## src/design/record_header_parser_core_assert.svh

```systemverilog
// assertion macros for the record header parser core
// used by record_header_parser_core.sv, no other dependencies
`ifndef RECORD_HEADER_PARSER_CORE_ASSERT_SVH
`define RECORD_HEADER_PARSER_CORE_ASSERT_SVH

// same-cycle implication, disabled while reset is low
`define RHP_ASSERT_NOW(lbl, clk, rst_n, ante, cons, msg) \
  lbl: assert property (@(posedge clk) disable iff (!(rst_n)) (ante) |-> (cons)) \
    else $error(msg);

// next-cycle implication, disabled while reset is low
`define RHP_ASSERT_NEXT(lbl, clk, rst_n, ante, cons, msg) \
  lbl: assert property (@(posedge clk) disable iff (!(rst_n)) (ante) |=> (cons)) \
    else $error(msg);

`endif

```

## src/design/rhp_pkg.sv

```systemverilog
// types, codes and type tables for the record header parser
// no dependencies
package rhp_pkg;

  localparam int unsigned RecHeadBytes = 16;

  typedef enum logic [1:0] {
    KIND_VALUE = 2'd0,
    KIND_EMPTY = 2'd1,
    KIND_ERROR = 2'd2
  } rhp_kind_e;

  typedef enum logic [2:0] {
    ERR_NONE      = 3'd0,
    ERR_TRUNCATED = 3'd1,
    ERR_BAD_LEN   = 3'd2,
    ERR_TOO_LONG  = 3'd3,
    ERR_NAME      = 3'd4,
    ERR_BAD_TYPE  = 3'd5
  } rhp_err_e;

  typedef enum logic [3:0] {
    TYPE_UNKNOWN = 4'd0,
    TYPE_I8      = 4'd1,
    TYPE_I32     = 4'd2,
    TYPE_I16     = 4'd3,
    TYPE_F32     = 4'd4,
    TYPE_F64     = 4'd5,
    TYPE_TEXT    = 4'd6,
    TYPE_C64     = 4'd7,
    TYPE_I64     = 4'd8
  } rhp_type_e;

  typedef struct packed {
    logic [7:0] data_byte;
    logic       final_byte;
  } rhp_in_t;

  typedef struct packed {
    rhp_kind_e   result_kind;
    logic [63:0] item_name;
    rhp_type_e   item_type;
    logic [63:0] item_value;
    logic [5:0]  value_index;
    logic        record_end;
    rhp_err_e    error_code;
  } rhp_out_t;

  // one request's outcome from the parse step
  typedef struct packed {
    logic     valid;
    rhp_out_t data;
  } rhp_res_t;

  // bytes per value
  function automatic logic [3:0] rhp_type_size(rhp_type_e t);
    logic [3:0] s;
    unique case (t)
      TYPE_I8:   s = 4'd1;
      TYPE_I32:  s = 4'd4;
      TYPE_I16:  s = 4'd2;
      TYPE_F32:  s = 4'd4;
      TYPE_F64:  s = 4'd8;
      TYPE_TEXT: s = 4'd1;
      TYPE_C64:  s = 4'd8;
      TYPE_I64:  s = 4'd8;
      default:   s = 4'd0;
    endcase
    return s;
  endfunction

  // data alignment in bytes
  function automatic logic [3:0] rhp_type_align(rhp_type_e t);
    logic [3:0] a;
    unique case (t)
      TYPE_I8:   a = 4'd1;
      TYPE_I32:  a = 4'd4;
      TYPE_I16:  a = 4'd2;
      TYPE_F32:  a = 4'd4;
      TYPE_F64:  a = 4'd8;
      TYPE_TEXT: a = 4'd1;
      TYPE_C64:  a = 4'd4;
      TYPE_I64:  a = 4'd8;
      default:   a = 4'd0;
    endcase
    return a;
  endfunction

  // single-byte type code is reported as text
  function automatic rhp_type_e rhp_shown_type(rhp_type_e t);
    return (t == TYPE_I8) ? TYPE_TEXT : t;
  endfunction

endpackage

```

## src/design/rhp_parse.sv

```systemverilog
// record parse state and per-byte step logic
// depends on rhp_pkg
module rhp_parse import rhp_pkg::*; #(
  parameter int unsigned MaxDataBytes = 64
) (
  input  logic     clk_i,
  input  logic     rst_ni,
  input  logic     step_i,
  input  rhp_in_t  item_i,
  output rhp_res_t res_o
);

  logic [6:0]  pos_q, pos_d;
  logic [63:0] name_q, name_d;
  logic [6:0]  alen_q, alen_d;
  logic [31:0] type_q, type_d;
  logic [63:0] acc_q, acc_d;
  logic [2:0]  bcnt_q, bcnt_d;
  logic [5:0]  vdone_q, vdone_d;
  logic        halted_q, halted_d;

  logic [7:0]  b;
  logic        fin;
  logic [7:0]  pos8;
  logic [63:0] name_base;
  logic [7:0]  last_pos;
  logic [7:0]  end_pos;
  logic [31:0] type_cur;
  logic        tvalid;
  rhp_type_e   tcode;
  logic [3:0]  off;
  logic [3:0]  size;
  logic [6:0]  data_len;
  logic [63:0] acc_new;
  rhp_err_e    err;
  logic        done;

  assign b    = item_i.data_byte;
  assign fin  = item_i.final_byte;
  assign pos8 = {1'b0, pos_q};

  // record geometry from the stored length
  assign last_pos = 8'(RecHeadBytes) + {1'b0, alen_q} - 8'd1;
  assign end_pos  = 8'(RecHeadBytes) + (({1'b0, alen_q} + 8'd15) & 8'hF0) - 8'd1;

  assign type_cur = (pos_q <= 7'd19) ? {type_q[23:0], b} : type_q;
  assign tvalid   = (type_cur >= 32'd1) && (type_cur <= 32'd8);
  assign tcode    = rhp_type_e'(type_cur[3:0]);
  assign off      = (tvalid && (rhp_type_align(tcode) > 4'd4)) ? 4'd8 : 4'd4;
  assign size     = tvalid ? rhp_type_size(tcode) : 4'd0;
  assign data_len = alen_q - {3'b000, off};
  assign acc_new  = {acc_q[55:0], b};
  assign name_base = (pos_q == 7'd0) ? 64'd0 : name_q;

  always_comb begin
    pos_d    = pos_q;
    name_d   = name_q;
    alen_d   = alen_q;
    type_d   = type_q;
    acc_d    = acc_q;
    bcnt_d   = bcnt_q;
    vdone_d  = vdone_q;
    halted_d = halted_q;
    res_o    = '0;
    err      = ERR_NONE;
    done     = 1'b0;

    if (halted_q) begin
      if (fin) begin
        halted_d = 1'b0;
      end
    end else begin
      if (pos_q <= 7'd14) begin
        if (pos_q == 7'd0) begin
          alen_d  = '0;
          type_d  = '0;
          acc_d   = '0;
          bcnt_d  = '0;
          vdone_d = '0;
        end
        name_d = (pos_q < 7'd8) ? {name_base[55:0], b} : name_base;
        if (fin) begin
          err = ERR_TRUNCATED;
        end else if (pos_q == 7'd8 && b != 8'd0) begin
          err = ERR_NAME;
        end
      end else if (pos_q == 7'd15) begin
        if (b >= 8'd128 || (b >= 8'd1 && b <= 8'd4)) begin
          err = ERR_BAD_LEN;
        end else if (b > 8'(MaxDataBytes)) begin
          err = ERR_TOO_LONG;
        end else if (b == 8'd0) begin
          res_o.valid            = 1'b1;
          res_o.data.result_kind = KIND_EMPTY;
          res_o.data.item_name   = name_q;
          res_o.data.item_type   = TYPE_UNKNOWN;
          res_o.data.record_end  = 1'b1;
          done = 1'b1;
        end else begin
          alen_d = b[6:0];
          if (fin) begin
            err = ERR_TRUNCATED;
          end
        end
      end else begin
        type_d = type_cur;
        if (fin && pos8 < last_pos) begin
          err = ERR_TRUNCATED;
        end else if (pos_q == 7'd19) begin
          if (!tvalid) begin
            err = ERR_BAD_TYPE;
          end else if (alen_q < {3'b000, off}) begin
            err = ERR_BAD_LEN;
          end else if ((data_len & {3'b000, size - 4'd1}) != 7'd0) begin
            err = ERR_BAD_TYPE;
          end
        end

        if (err == ERR_NONE) begin
          if (size != 4'd0 && pos8 >= 8'(RecHeadBytes) + {4'b0000, off}
              && pos8 <= last_pos) begin
            if ({1'b0, bcnt_q} + 4'd1 >= size) begin
              res_o.valid            = 1'b1;
              res_o.data.result_kind = KIND_VALUE;
              res_o.data.item_name   = name_q;
              res_o.data.item_type   = rhp_shown_type(tcode);
              res_o.data.item_value  = acc_new;
              res_o.data.value_index = vdone_q;
              res_o.data.record_end  = (pos8 == last_pos);
              vdone_d = vdone_q + 6'd1;
              bcnt_d  = '0;
              acc_d   = '0;
            end else begin
              acc_d  = acc_new;
              bcnt_d = bcnt_q + 3'd1;
            end
          end else if (pos8 == last_pos && vdone_q == 6'd0 && size != 4'd0) begin
            // valid type but no whole value in the record
            res_o.valid            = 1'b1;
            res_o.data.result_kind = KIND_EMPTY;
            res_o.data.item_name   = name_q;
            res_o.data.item_type   = rhp_shown_type(tcode);
            res_o.data.record_end  = 1'b1;
          end
          if (pos8 >= end_pos) begin
            done = 1'b1;
          end
        end
      end

      if (err != ERR_NONE) begin
        res_o                  = '0;
        res_o.valid            = 1'b1;
        res_o.data.result_kind = KIND_ERROR;
        res_o.data.record_end  = 1'b1;
        res_o.data.error_code  = err;
        halted_d = 1'b1;
      end else if (done) begin
        pos_d = '0;
      end else begin
        pos_d = pos_q + 7'd1;
      end

      if (fin) begin
        halted_d = 1'b0;
      end
    end

    // end of stream: back to a clean start
    if (fin) begin
      pos_d   = '0;
      name_d  = '0;
      alen_d  = '0;
      type_d  = '0;
      acc_d   = '0;
      bcnt_d  = '0;
      vdone_d = '0;
    end
  end

  always_ff @(posedge clk_i or negedge rst_ni) begin
    if (!rst_ni) begin
      pos_q    <= '0;
      name_q   <= '0;
      alen_q   <= '0;
      type_q   <= '0;
      acc_q    <= '0;
      bcnt_q   <= '0;
      vdone_q  <= '0;
      halted_q <= 1'b0;
    end else if (step_i) begin
      pos_q    <= pos_d;
      name_q   <= name_d;
      alen_q   <= alen_d;
      type_q   <= type_d;
      acc_q    <= acc_d;
      bcnt_q   <= bcnt_d;
      vdone_q  <= vdone_d;
      halted_q <= halted_d;
    end
  end

endmodule

```

## src/design/record_header_parser_core.sv

```systemverilog
// a request is held in the input register; any result it gives goes to the result register
// throughput: one byte per cycle if not stalled; each byte is one rhp_parse state update
// a stalled result holds the result register; the input register still takes one request
// reset: asynchronous active low, clears parse state, halt flag and both valid flags
// depends on rhp_pkg, rhp_parse and record_header_parser_core_assert.svh
`include "record_header_parser_core_assert.svh"

module record_header_parser_core import rhp_pkg::*; #(
  parameter int unsigned MaxDataBytes = 64
) (
  input  logic     clk_i,
  input  logic     rst_ni,
  input  logic     in_valid_i,
  output logic     in_ready_o,
  input  rhp_in_t  in_data_i,
  output logic     out_valid_o,
  input  logic     out_ready_i,
  output rhp_out_t out_data_o
);

  logic     in_valid_q;
  rhp_in_t  in_q;
  logic     out_valid_q;
  rhp_out_t out_q;
  logic     advance;
  logic     step;
  rhp_res_t res;

  // result slot is free or is being drained this cycle
  assign advance    = !out_valid_q || out_ready_i;
  assign step       = in_valid_q && advance;
  assign in_ready_o = !in_valid_q || advance;

  rhp_parse #(
    .MaxDataBytes(MaxDataBytes)
  ) u_parse (
    .clk_i (clk_i),
    .rst_ni(rst_ni),
    .step_i(step),
    .item_i(in_q),
    .res_o (res)
  );

  always_ff @(posedge clk_i or negedge rst_ni) begin
    if (!rst_ni) begin
      in_valid_q <= 1'b0;
    end else if (in_ready_o) begin
      in_valid_q <= in_valid_i;
    end
  end

  always_ff @(posedge clk_i) begin
    if (in_ready_o && in_valid_i) begin
      in_q <= in_data_i;
    end
  end

  always_ff @(posedge clk_i or negedge rst_ni) begin
    if (!rst_ni) begin
      out_valid_q <= 1'b0;
    end else if (advance) begin
      out_valid_q <= step && res.valid;
    end
  end

  always_ff @(posedge clk_i) begin
    if (step && res.valid) begin
      out_q <= res.data;
    end
  end

  assign out_valid_o = out_valid_q;
  assign out_data_o  = out_q;

  `RHP_ASSERT_NOW(a_ready_low_only_when_full, clk_i, rst_ni,
    !in_ready_o, in_valid_q && out_valid_q && !out_ready_i,
    "input stalled while a slot is free")
  `RHP_ASSERT_NEXT(a_held_request_kept, clk_i, rst_ni,
    in_valid_q && !advance, in_valid_q && $stable(in_q),
    "pending request lost while result stalled")
  `RHP_ASSERT_NOW(a_error_ends_record, clk_i, rst_ni,
    out_valid_o && out_data_o.result_kind == KIND_ERROR,
    out_data_o.record_end && out_data_o.error_code != ERR_NONE,
    "error result without end flag or code")
  `RHP_ASSERT_NOW(a_no_code_on_data, clk_i, rst_ni,
    out_valid_o && out_data_o.result_kind != KIND_ERROR,
    out_data_o.error_code == ERR_NONE,
    "error code on a non-error result")

endmodule
```

## config.mk

```make
export PLATFORM = sky130hd
export DESIGN_NAME = record_header_parser_core
export DESIGN_NICKNAME = d
export VERILOG_FILES = /design/src/design/rhp_pkg.sv /design/src/design/rhp_parse.sv /design/src/design/record_header_parser_core.sv
export VERILOG_INCLUDE_DIRS = /design/src /design/src/design
export SDC_FILE = /design/constraint.sdc
export NUM_CORES = 1
export LEC_CHECK = 0
export BUFFER_PORTS_ARGS = -buffer_cell sky130_fd_sc_hd__buf_4
export CAP_MARGIN = 40
export CORE_MARGIN = 2
export CORE_UTILIZATION = 55
export DETAILED_ROUTE_END_ITERATION = 8
export PLACE_DENSITY = 0.86
export SLEW_MARGIN = 0
export SYNTH_ARGS = -nofsm -noshare
export SYNTH_HDL_FRONTEND = slang
export SYNTH_SLANG_ARGS = --single-unit
```

## constraint.sdc

```tcl
create_clock -name clk_i -period 16.84 [get_ports clk_i]
set_input_delay 0.842 -clock clk_i [delete_from_list [all_inputs] [get_ports clk_i]]
set_output_delay 0.842 -clock clk_i [all_outputs]
set_load 0.02 [all_outputs]
```

==> results of run 1 <==
state kept, by name, summed over array words and instances (netlist names), 3 cells and up:
| register | count |
|---|---|
| in_q | 9 |
| out_data_o | 144 |
| u_parse.acc_q | 56 |
| u_parse.alen_q | 7 |
| u_parse.bcnt_q | 3 |
| u_parse.name_q | 64 |
| u_parse.pos_q | 7 |
| u_parse.type_q | 32 |
| u_parse.vdone_q | 6 |
power breakdown:
| group | switching (mW) | leakage [nW] | total (mW) | internal, mW |
|---|---|---|---|---|
| clock | 0.305 | 0.529 | 0.728 | 0.424 |
| combinational | 0.171 | 2.63 | 0.257 | 0.0858 |
| sequential | 0.0370 | 3.92 | 0.934 | 0.897 |
| total | 0.512 | 7.08 | 1.92 | 1.41 |
cell families (layout without fill, tap and decap cells):
kind of cell | after synthesis | in the layout | share of synthesized area (%)
xor+xnor | 6 | 6 | 0.3715
compound gates | 273 | 273 | 13.63
flops | 331 | 331 | 63.98
mux | 13 | 13 | 0.9731
simple gates | 431 | 431 | 16.08
buf+inv | 86 | 258 | 2.574
fa+ha+maj | 27 | 27 | 2.389
area by class of cell:
class,count,area [sq um],share of cell area [%]
multi-input cells,750,4791,28.44
well taps,330,412.9,2.451
inverters,21,78.83,0.4679
repair buffers,175,1423,8.445
clock buffers,51,985.9,5.853
clock inverters,11,105.1,0.6239
flip-flops and latches,331,9049,53.72
worst max-delay path: cells and delay by family (launching register included):
kind,cells,cell delay (ps)
compound gates,6,1130
fa+ha+maj,3,940
mux,2,690
flops,1,430
simple gates,9,2660
buf+inv,4,1820
worst min-delay path by stage:
stage | startpoint | slack, ps | endpoint | cells past startpoint
finish | rst_ni | 150 | u_parse.alen_q[1] | 1
global route | rst_ni | 150 | u_parse.alen_q[0] | 1
CTS | rst_ni | 140 | u_parse.alen_q[0] | 1
detailed placement | u_parse.acc_q[52] | 470 | u_parse.acc_q[52] | 2
global placement | u_parse.acc_q[54] | 460 | u_parse.acc_q[54] | 2
floorplan | u_parse.acc_q[48] | 440 | u_parse.acc_q[48] | 2
stage by stage:
step | instance area (sq um) | hold slack, ps
after global routing | 16840 | 150.7
after global placement | 15600 | 455.6
after floorplan | 14140 | 441.8
after CTS | 16840 | 142.8
final | 16840 | 152.6
after detailed placement | 15750 | 473.0
routing by layer:
layer | track usage [%] | vias to the layer above | part of all wire (%)
met5 | 0 | - | 0
met4 | 9.450 | 0 | 3.6
met3 | 3.333 | 87 | 5.7
met2 | 42.85 | 384 | 50
met1 | 35.21 | 5010 | 41
li1 | - | 4547 | -
cells in the final DEF, fill, tap and decap left out, types with 4 or more instances in the layout:
master and n:
a31oi_1 10, nand4_1 11, a22o_1 99, and2_1 138, nand2b_1 13, nor3_1 9, edfxtp_1 153, nand3_1 20
inv_1 20, a21oi_1 20, nor4_1 13, o21ai_0 87, or2_2 4, clkbuf_8 5, dfrtp_1 178, xor2_1 4
o31ai_1 6, nor2_1 27, clkbuf_1 11, ha_1 27, nand2_1 152, or3_1 5, o211ai_1 12, and3_1 7
buf_16 5, buf_4 167, clkbuf_16 35, clkinv_1 4, mux2i_1 9, or4_1 10
==> impl_metrics.ini, run 1 <==
[final_layout]
nFillCells = 1736
drive_above_1_share_pct = 18.37
stdcell_count = 1669
fin_util_pct = 66.89
n_antenna_cell = 0
fin_nets = 1353
syn2layout_area_growth_pct = 19.10

[global_route]
antenna_found_initial = 0
grt_pass1_vias = 9693
grt_overflow = 0
track_usage_pct = 25.83
grt_max_degree = 95
grt_pass1_wl_mm = 54.14

[drt]
vias = 10030
ant_nets = 0
drt_iter0_drc = 922
drt_first_pass_iters = 5
post_drt_via_cell_ratio = 6.008
drc_errors = 0
wl_per_cell_um = 20.49
wl_mm = 34.20

[logic_synthesis]
synthesis.nets = 1207
synth_seq_cells = 331
syn_avg_cell_area_sq_um = 12.12
seq_area_frac_synth_pct = 63.98
syn_area_sq_mm = 0.01414
synth_top_area_cell = edfxtp_1
synthTopCellsByCount = dfrtp_1, edfxtp_1, nand2_1
ys_warn_count = 0
synth_edf_count = 153
yosysTopAreaCellShare_pct = 32.48
synthArstFlopShare_pct = 53.78
synthCells = 1167
synth_cell_types = 70
yosysMostFrequentCell = dfrtp_1
dominantRegCellSynth = dfrtp_1
synth.area.top_cells = edfxtp_1, dfrtp_1, and2_1

[placed_design]
hpwlAfterDp_mm = 22.24
routabilityCongestion = 0.9224
dp.cells = 1607
io_buffers = 158
dp_slack_ps = 8851

[floorplan]
fp.dieArea_sq_mm = 0.02701
start_util_pct = 56.17
die_w_um = 164.4
die_y_um = 164.4
std_cell_rows = 58
coreArea_sq_mm = 0.02518
io_pins = 159

[setup_path]
cpMaxStageDelayCell = or4b_2
worstRegToRegCells = 24
critPathMaxFanout = 66
crit_start = u_parse.pos_q[1]
arrival_ps = 8300
r2r_setup_slack_ps = 8720
path_cells = ha_1, nand4b_1, nand3_1, mux2i_1, ha_1, or4b_2, nand3_1, mux2_2, nor2_1, nand2_1, ha_1, a21bo_2, a21oi_1, o21ai_0, or3_1, a211oi_1, nand4_1, a31oi_4, buf_4, a211oi_1, nor2_4, buf_4, buf_4, buf_16
timing.rr.end = out_data_o[17]
worstSetupStartpointType = flop
crit_end = out_data_o[17]
reg2reg_from = u_parse.pos_q[1]
worstPathRequired_ps = 17020
critPathCaptureType = flop
crit_path_max_incr_delay_ps = 620
critPathKind = reg -> reg

[cts]
clock_sinks = 331
clk_latency_ps = 520
path_clk_slew_ps = 60
cts_buffers = 34
clock-root-buffer = clkbuf_16
cts_tree = built
cts_setup_buffers = 0
ctsResizeCount = 0
htreeDepth = 2
hold_buffers = 0
clk_path_buf_depth = 3

[sta]
rsz0062_at_grt = no
finalClockSkew_ps = 14.94
relSlewSlack_pct = 33.71
tns_ps = 0
period_minus_slack_ps = 8125
fin_crit_sh_pct = 48.25
setup_viol = 0
setup_slack_ps = 8715
hold_viol = 0
tightest_slew_ps = 986.1
fmax_ghz = 0.1231
final_max_slew_viol_count = 0

[pwr]
power.total_mw = 1.919
leakage_nw = 7.079
max-vdd-ir-drop_v = 0.00008143
powerDensity_mw_per_mm2 = 113.9

[hold_path]
hp-class = in -> async

[status]
status = completed

[run]
cap_violations = 0
(Power assumes the default switching activity.)
==> run 2: changes to the inputs <==
==> constraint.sdc (replaced) <==
create_clock -name clk_i -period 8.3 [get_ports clk_i]
set_input_delay 0.415 -clock clk_i [delete_from_list [all_inputs] [get_ports clk_i]]
set_output_delay 0.415 -clock clk_i [all_outputs]
set_load 0.02 [all_outputs]
==> run 2 against run 1 <==
  * Routed wire length fell by 5.4%
  * Final area is essentially flat
  * Sequential share of layout area about the same
  * Global-route usage fell by 1.6 points
  * Utilization about the same
  * Largest cell class unchanged
  * Largest power group unchanged
  * Highest routed layer unchanged
==> impl_metrics.ini, run 2 (same netlist as run 1, synthesis figures left out) <==
[placed_design]
dp.cells = 1606
dp_slack_ps = 1752
routabilityCongestion = 0.9354
hpwlAfterDp_mm = 21.24
io_buffers = 158

[drt]
post_drt_via_cell_ratio = 5.964
wl_mm = 32.34
drt_first_pass_iters = 5
wl_per_cell_um = 19.37
drc_errors = 0
vias = 9960
ant_nets = 0
drt_iter0_drc = 1004

[cts]
htreeDepth = 2
path_clk_slew_ps = 60
cts_setup_buffers = 0
clk_latency_ps = 510
clock-root-buffer = clkbuf_16
clock_sinks = 331
clk_path_buf_depth = 3
cts_tree = built
cts_buffers = 34

[setup_path]
critPathCaptureType = flop
arrival_ps = 6830
critPathKind = reg -> reg
critPathMaxFanout = 144
worstSetupStartpointType = flop
r2r_setup_slack_ps = 1600
worstPathRequired_ps = 8430

[hold_path]
hp-class = in -> reg

[sta]
hold_viol = 0
rsz0062_at_grt = no
final_max_slew_viol_count = 0
tightest_slew_ps = 960.9
setup_slack_ps = 1599
relSlewSlack_pct = 35.41
finalClockSkew_ps = 21.59
period_minus_slack_ps = 6701
setup_viol = 0
fmax_ghz = 0.1492
tns_ps = 0
fin_crit_sh_pct = 80.73

[floorplan]
std_cell_rows = 58
io_pins = 159
coreArea_sq_mm = 0.02518
start_util_pct = 56.17
die_w_um = 164.4
die_y_um = 164.4
fp.dieArea_sq_mm = 0.02701

[pwr]
powerDensity_mw_per_mm2 = 229.7
leakage_nw = 7.085
max-vdd-ir-drop_v = 0.0001807

[run]
cap_violations = 0

[status]
status = completed

[final_layout]
syn2layout_area_growth_pct = 19.08
fin_nets = 1354
fin_util_pct = 66.88
nFillCells = 1736
layout_common_cells = dfrtp_1, buf_4, edfxtp_1
drive_above_1_share_pct = 18.51
stdcell_count = 1670
largest_reg_flops = 144
final_common_cell = dfrtp_1
n_antenna_cell = 0

[global_route]
grt_pass1_vias = 9485
track_usage_pct = 24.26
grt_max_degree = 145
grt_pass1_wl_mm = 51.28
grt_overflow = 0
antenna_found_initial = 0
-- run 2: cell types whose count changed in the layout (fill, tap and decap cells not counted), sizes merged --
cell	previous run	this run
clkinv	9	12
bufinv	1	0
clkbuf	51	50
clkinvlp	1	0
dlygate4sd3	0	1
-- run 2: area by class of cell --
| cell class | instances | area [sq um] | share of cell area, % |
|---|---|---|---|
| clock buffers | 50 | 1015 | 6.025 |
| clock inverters | 12 | 86.33 | 0.5126 |
| inverters | 21 | 78.83 | 0.4680 |
| multi-input cells | 750 | 4791 | 28.45 |
| flip-flops and latches | 331 | 9049 | 53.73 |
| well taps | 330 | 412.9 | 2.452 |
| repair buffers | 176 | 1410 | 8.372 |
-- run 2: final timing paths --
check / to / depth (start not counted) / startpoint
worst max-delay path: out_data_o[75] / 21 / u_parse.pos_q[0]
worst min-delay path: in_q[1] / 1 / in_data_i[1]
worst max register to register: out_data_o[75] / 21 / u_parse.pos_q[0]
worst min register to register: u_parse.acc_q[55] / 2 / u_parse.acc_q[55]
max in group asynchronous: u_parse.name_q[11] / 5 / rst_ni
min in group asynchronous: u_parse.alen_q[1] / 2 / rst_ni
-- run 2: layer usage --
| metal | GRT usage [%] | share of wire, % | vias to the layer above |
|---|---|---|---|
| met5 | 0 | 0 | - |
| li1 | - | - | 4560 |
| met2 | 39.71 | 49 | 351 |
| met4 | 8.533 | 3.4 | 0 |
| met1 | 33.60 | 42 | 4965 |
| met3 | 3.258 | 5.4 | 84 |
-- run 2: critical path: stages, from the launching register on --
cell and delay [ps]:
dfrtp_1 420, ha_1 310, nand4b_1 360, nand3_1 520, mux2i_1 440, ha_1 370
or4b_2 610, nand4_1 130, mux2_2 190, nor2_1 70, nand2_1 150, ha_1 260
a21bo_2 210, a21oi_1 130, o21ai_0 140, or3_1 450, a211oi_1 210, nand4_1 200
a31oi_4 230, a211oi_1 110, nor2_4 150, buf_12 510
-- run 2: metrics by stage --
step	hold slack [ps]	cell area [sq um]	power, mW
3_5_place_dp	245.0	15710	2.425
4_1_cts	67.19	16820	3.888
5_1_grt	70.69	16840	4.020
3_3_place_gp	453.1	15620	2.403
2_1_floorplan	119.4	14150	2.221
6_report	84.77	16840	3.869
-- run 2: what timing repair did --
item,in CTS,in global routing
hold buffers,1,0
endpoints found under the hold margin,10,0
gates resized for setup,0,0
-- run 2: report_power, final --
group	switching (mW)	leakage [nW]	internal [mW]	total, mW
Combinational	0.345	2.62	0.170	0.514
Clock	0.608	0.542	0.857	1.46
Sequential	0.0707	3.92	1.82	1.89
Total	1.02	7.08	2.85	3.87
==> run 3: changes to the inputs <==
==> constraint.sdc (replaced) <==
create_clock -name clk_i -period 6.32 [get_ports clk_i]
set_input_delay 0.316 -clock clk_i [delete_from_list [all_inputs] [get_ports clk_i]]
set_output_delay 0.316 -clock clk_i [all_outputs]
set_load 0.02 [all_outputs]
==> run 3 against run 2 <==
  * Sequential share of layout area is 1.2 points lower
  * Worst setup slack worse by 1200 ps
  * Fmax is 12% higher
  * Power is 39% higher
  * First-iteration DRC count is 19% higher
  * Via count is 0.57% higher
  * Die area stayed put
  * Worst hold slack worse by 74 ps
  * Flip-flop and latch count stayed put
  * Critical path type unchanged
  * Highest routed layer unchanged
==> impl_metrics.ini, run 3 (same netlist as run 1, synthesis figures left out) <==
[cts]
htreeDepth = 2
clk_latency_ps = 520
clock-root-buffer = clkbuf_16
cts_tree = built
clk_path_buf_depth = 3
cts_buffers = 34
path_clk_slew_ps = 70
clock_sinks = 331

[setup_path]
critPathKind = reg -> reg
crit_path_max_incr_delay_ps = 600
crit_family = simple AND/OR/NAND/NOR gates
arrival_ps = 6100
r2r_setup_slack_ps = 360
timing.rr.end = out_data_o[126]
cpMaxStageDelayCell = a221oi_1
worstPathRequired_ps = 6470
reg2reg_from = u_parse.pos_q[1]
cpMostUsedCell = ha_1
path_cells = ha_1, nand4b_1, nand3_1, mux2i_2, ha_1, or4b_4, nand3_2, mux2_4, nor2_4, nand2_2, ha_1, xor2_1, or4b_1, nand4b_1, o211ai_1, a221oi_1, a211oi_4, nor2_4, buf_12
crit_start = u_parse.pos_q[1]
worstRegToRegCells = 19
critPathMaxFanout = 108
critPathCaptureType = flop
critPathBufInv = 1
worstSetupStartpointType = flop

[sta]
final_max_slew_viol_count = 0
rsz0062_at_grt = no
finalClockSkew_ps = 20.67
fin_crit_sh_pct = 94.26
fmax_ghz = 0.1679
relSlewSlack_pct = 44.58
setup_slack_ps = 362.8
hold_viol = 0
period_minus_slack_ps = 5957
tightest_slew_ps = 831.3
holdWs_ps = 11.15
setup_viol = 0

[floorplan]
std_cell_rows = 58
io_pins = 159
start_util_pct = 56.17
fp.dieArea_sq_mm = 0.02701
die_y_um = 164.4
die_w_um = 164.4
coreArea_sq_mm = 0.02518

[drt]
drt_first_pass_iters = 6
ant_nets = 0
vias = 10020
drc_errors = 0
wl_per_cell_um = 20.04
post_drt_via_cell_ratio = 5.938
wl_mm = 33.80
drt_iter0_drc = 1198

[final_layout]
fin_util_pct = 68.35
n_antenna_cell = 0
syn2layout_area_growth_pct = 21.69
stdcell_count = 1687
final_common_cell = dfrtp_1
largest_reg_flops = 144
drive_above_1_share_pct = 20.04
layout_common_cells = dfrtp_1, buf_4, edfxtp_1
fin_nets = 1371

[pwr]
powerDensity_mw_per_mm2 = 312.7
leakage_nw = 7.260
max-vdd-ir-drop_v = 0.0002875

[hold_path]
worstHoldStart = in_valid_i
hold_depth = 2
hp-class = in -> reg
min_to = in_valid_q

[global_route]
grt_pass1_wl_mm = 53.39
antenna_found_initial = 0
grt_overflow = 0
track_usage_pct = 25.38
grt_pass1_vias = 9915
grt_max_degree = 109

[run]
cap_violations = 0

[placed_design]
routabilityCongestion = 0.9295
dp.cells = 1615
io_buffers = 158
dp_slack_ps = 455.3
hpwlAfterDp_mm = 22.01

[status]
status = completed
run 3: cell count changes in the layout (fill, tap and decap cells not counted), sizes merged:
cell and change:
dlygate4sd3 +9, buf +8, bufinv +6, clkbuf -5
clkinv -2, clkinvlp +2, inv -1
run 3: timing repair:
| item | CTS | global route |
|---|---|---|
| gates resized for setup | 0 | 0 |
| buffers inserted | 0 | 0 |
| hold endpoints to repair | 36 | 0 |
| hold buffers | 10 | 0 |
run 3: how the worst max path moves through the flow:
stage                       to  slack [ps]  cells after the start
2_1_floorplan    out_data_o[0]        -780                     23
3_3_place_gp    out_data_o[45]         620                     18
3_5_place_dp    out_data_o[52]         460                     19
4_1_cts        out_data_o[137]         430                     19
5_1_grt        out_data_o[116]         100                     19
6_report       out_data_o[126]         360                     19
run 3: per-stage QoR:
step,total power [mW],setup TNS (ps),instance area (sq um)
2_1_floorplan,2.930,-112670,14230
3_3_place_gp,3.191,0,15770
3_5_place_dp,3.225,0,15860
4_1_cts,5.406,0,17210
5_1_grt,5.572,0,17210
6_report,5.382,0,17210
run 3: area by class of cell:
| type | count | area (sq um) |
|---|---|---|
| clock inverter | 17 | 262.8 |
| clock buffer | 45 | 984.7 |
| fill | 1718 | 7970 |
| multi-input combinational | 750 | 4838 |
| tap | 330 | 412.9 |
| inverter | 21 | 78.83 |
| timing repair buffer | 193 | 1585 |
| sequential | 331 | 9049 |
run 3: report_power, final:
part           switching, mW  leakage [nW]  internal (mW)
clock                  0.835         0.611           1.35
combinational          0.484          2.73          0.245
sequential            0.0761          3.92           2.39
total                   1.40          7.26           3.99
run 3: per-layer routing:
| metal | GRT usage, % | share of wire, % | wire length [um] | vias to the layer above |
|---|---|---|---|---|
| met3 | 4.116 | 6.3 | 2138 | 69 |
| met1 | 33.94 | 40 | 13680 | 4968 |
| met4 | 8.014 | 2.9 | 972 | 0 |
| li1 | - | - | - | 4576 |
| met2 | 42.79 | 50 | 17010 | 404 |
| met5 | 0 | 0 | 0 | - |
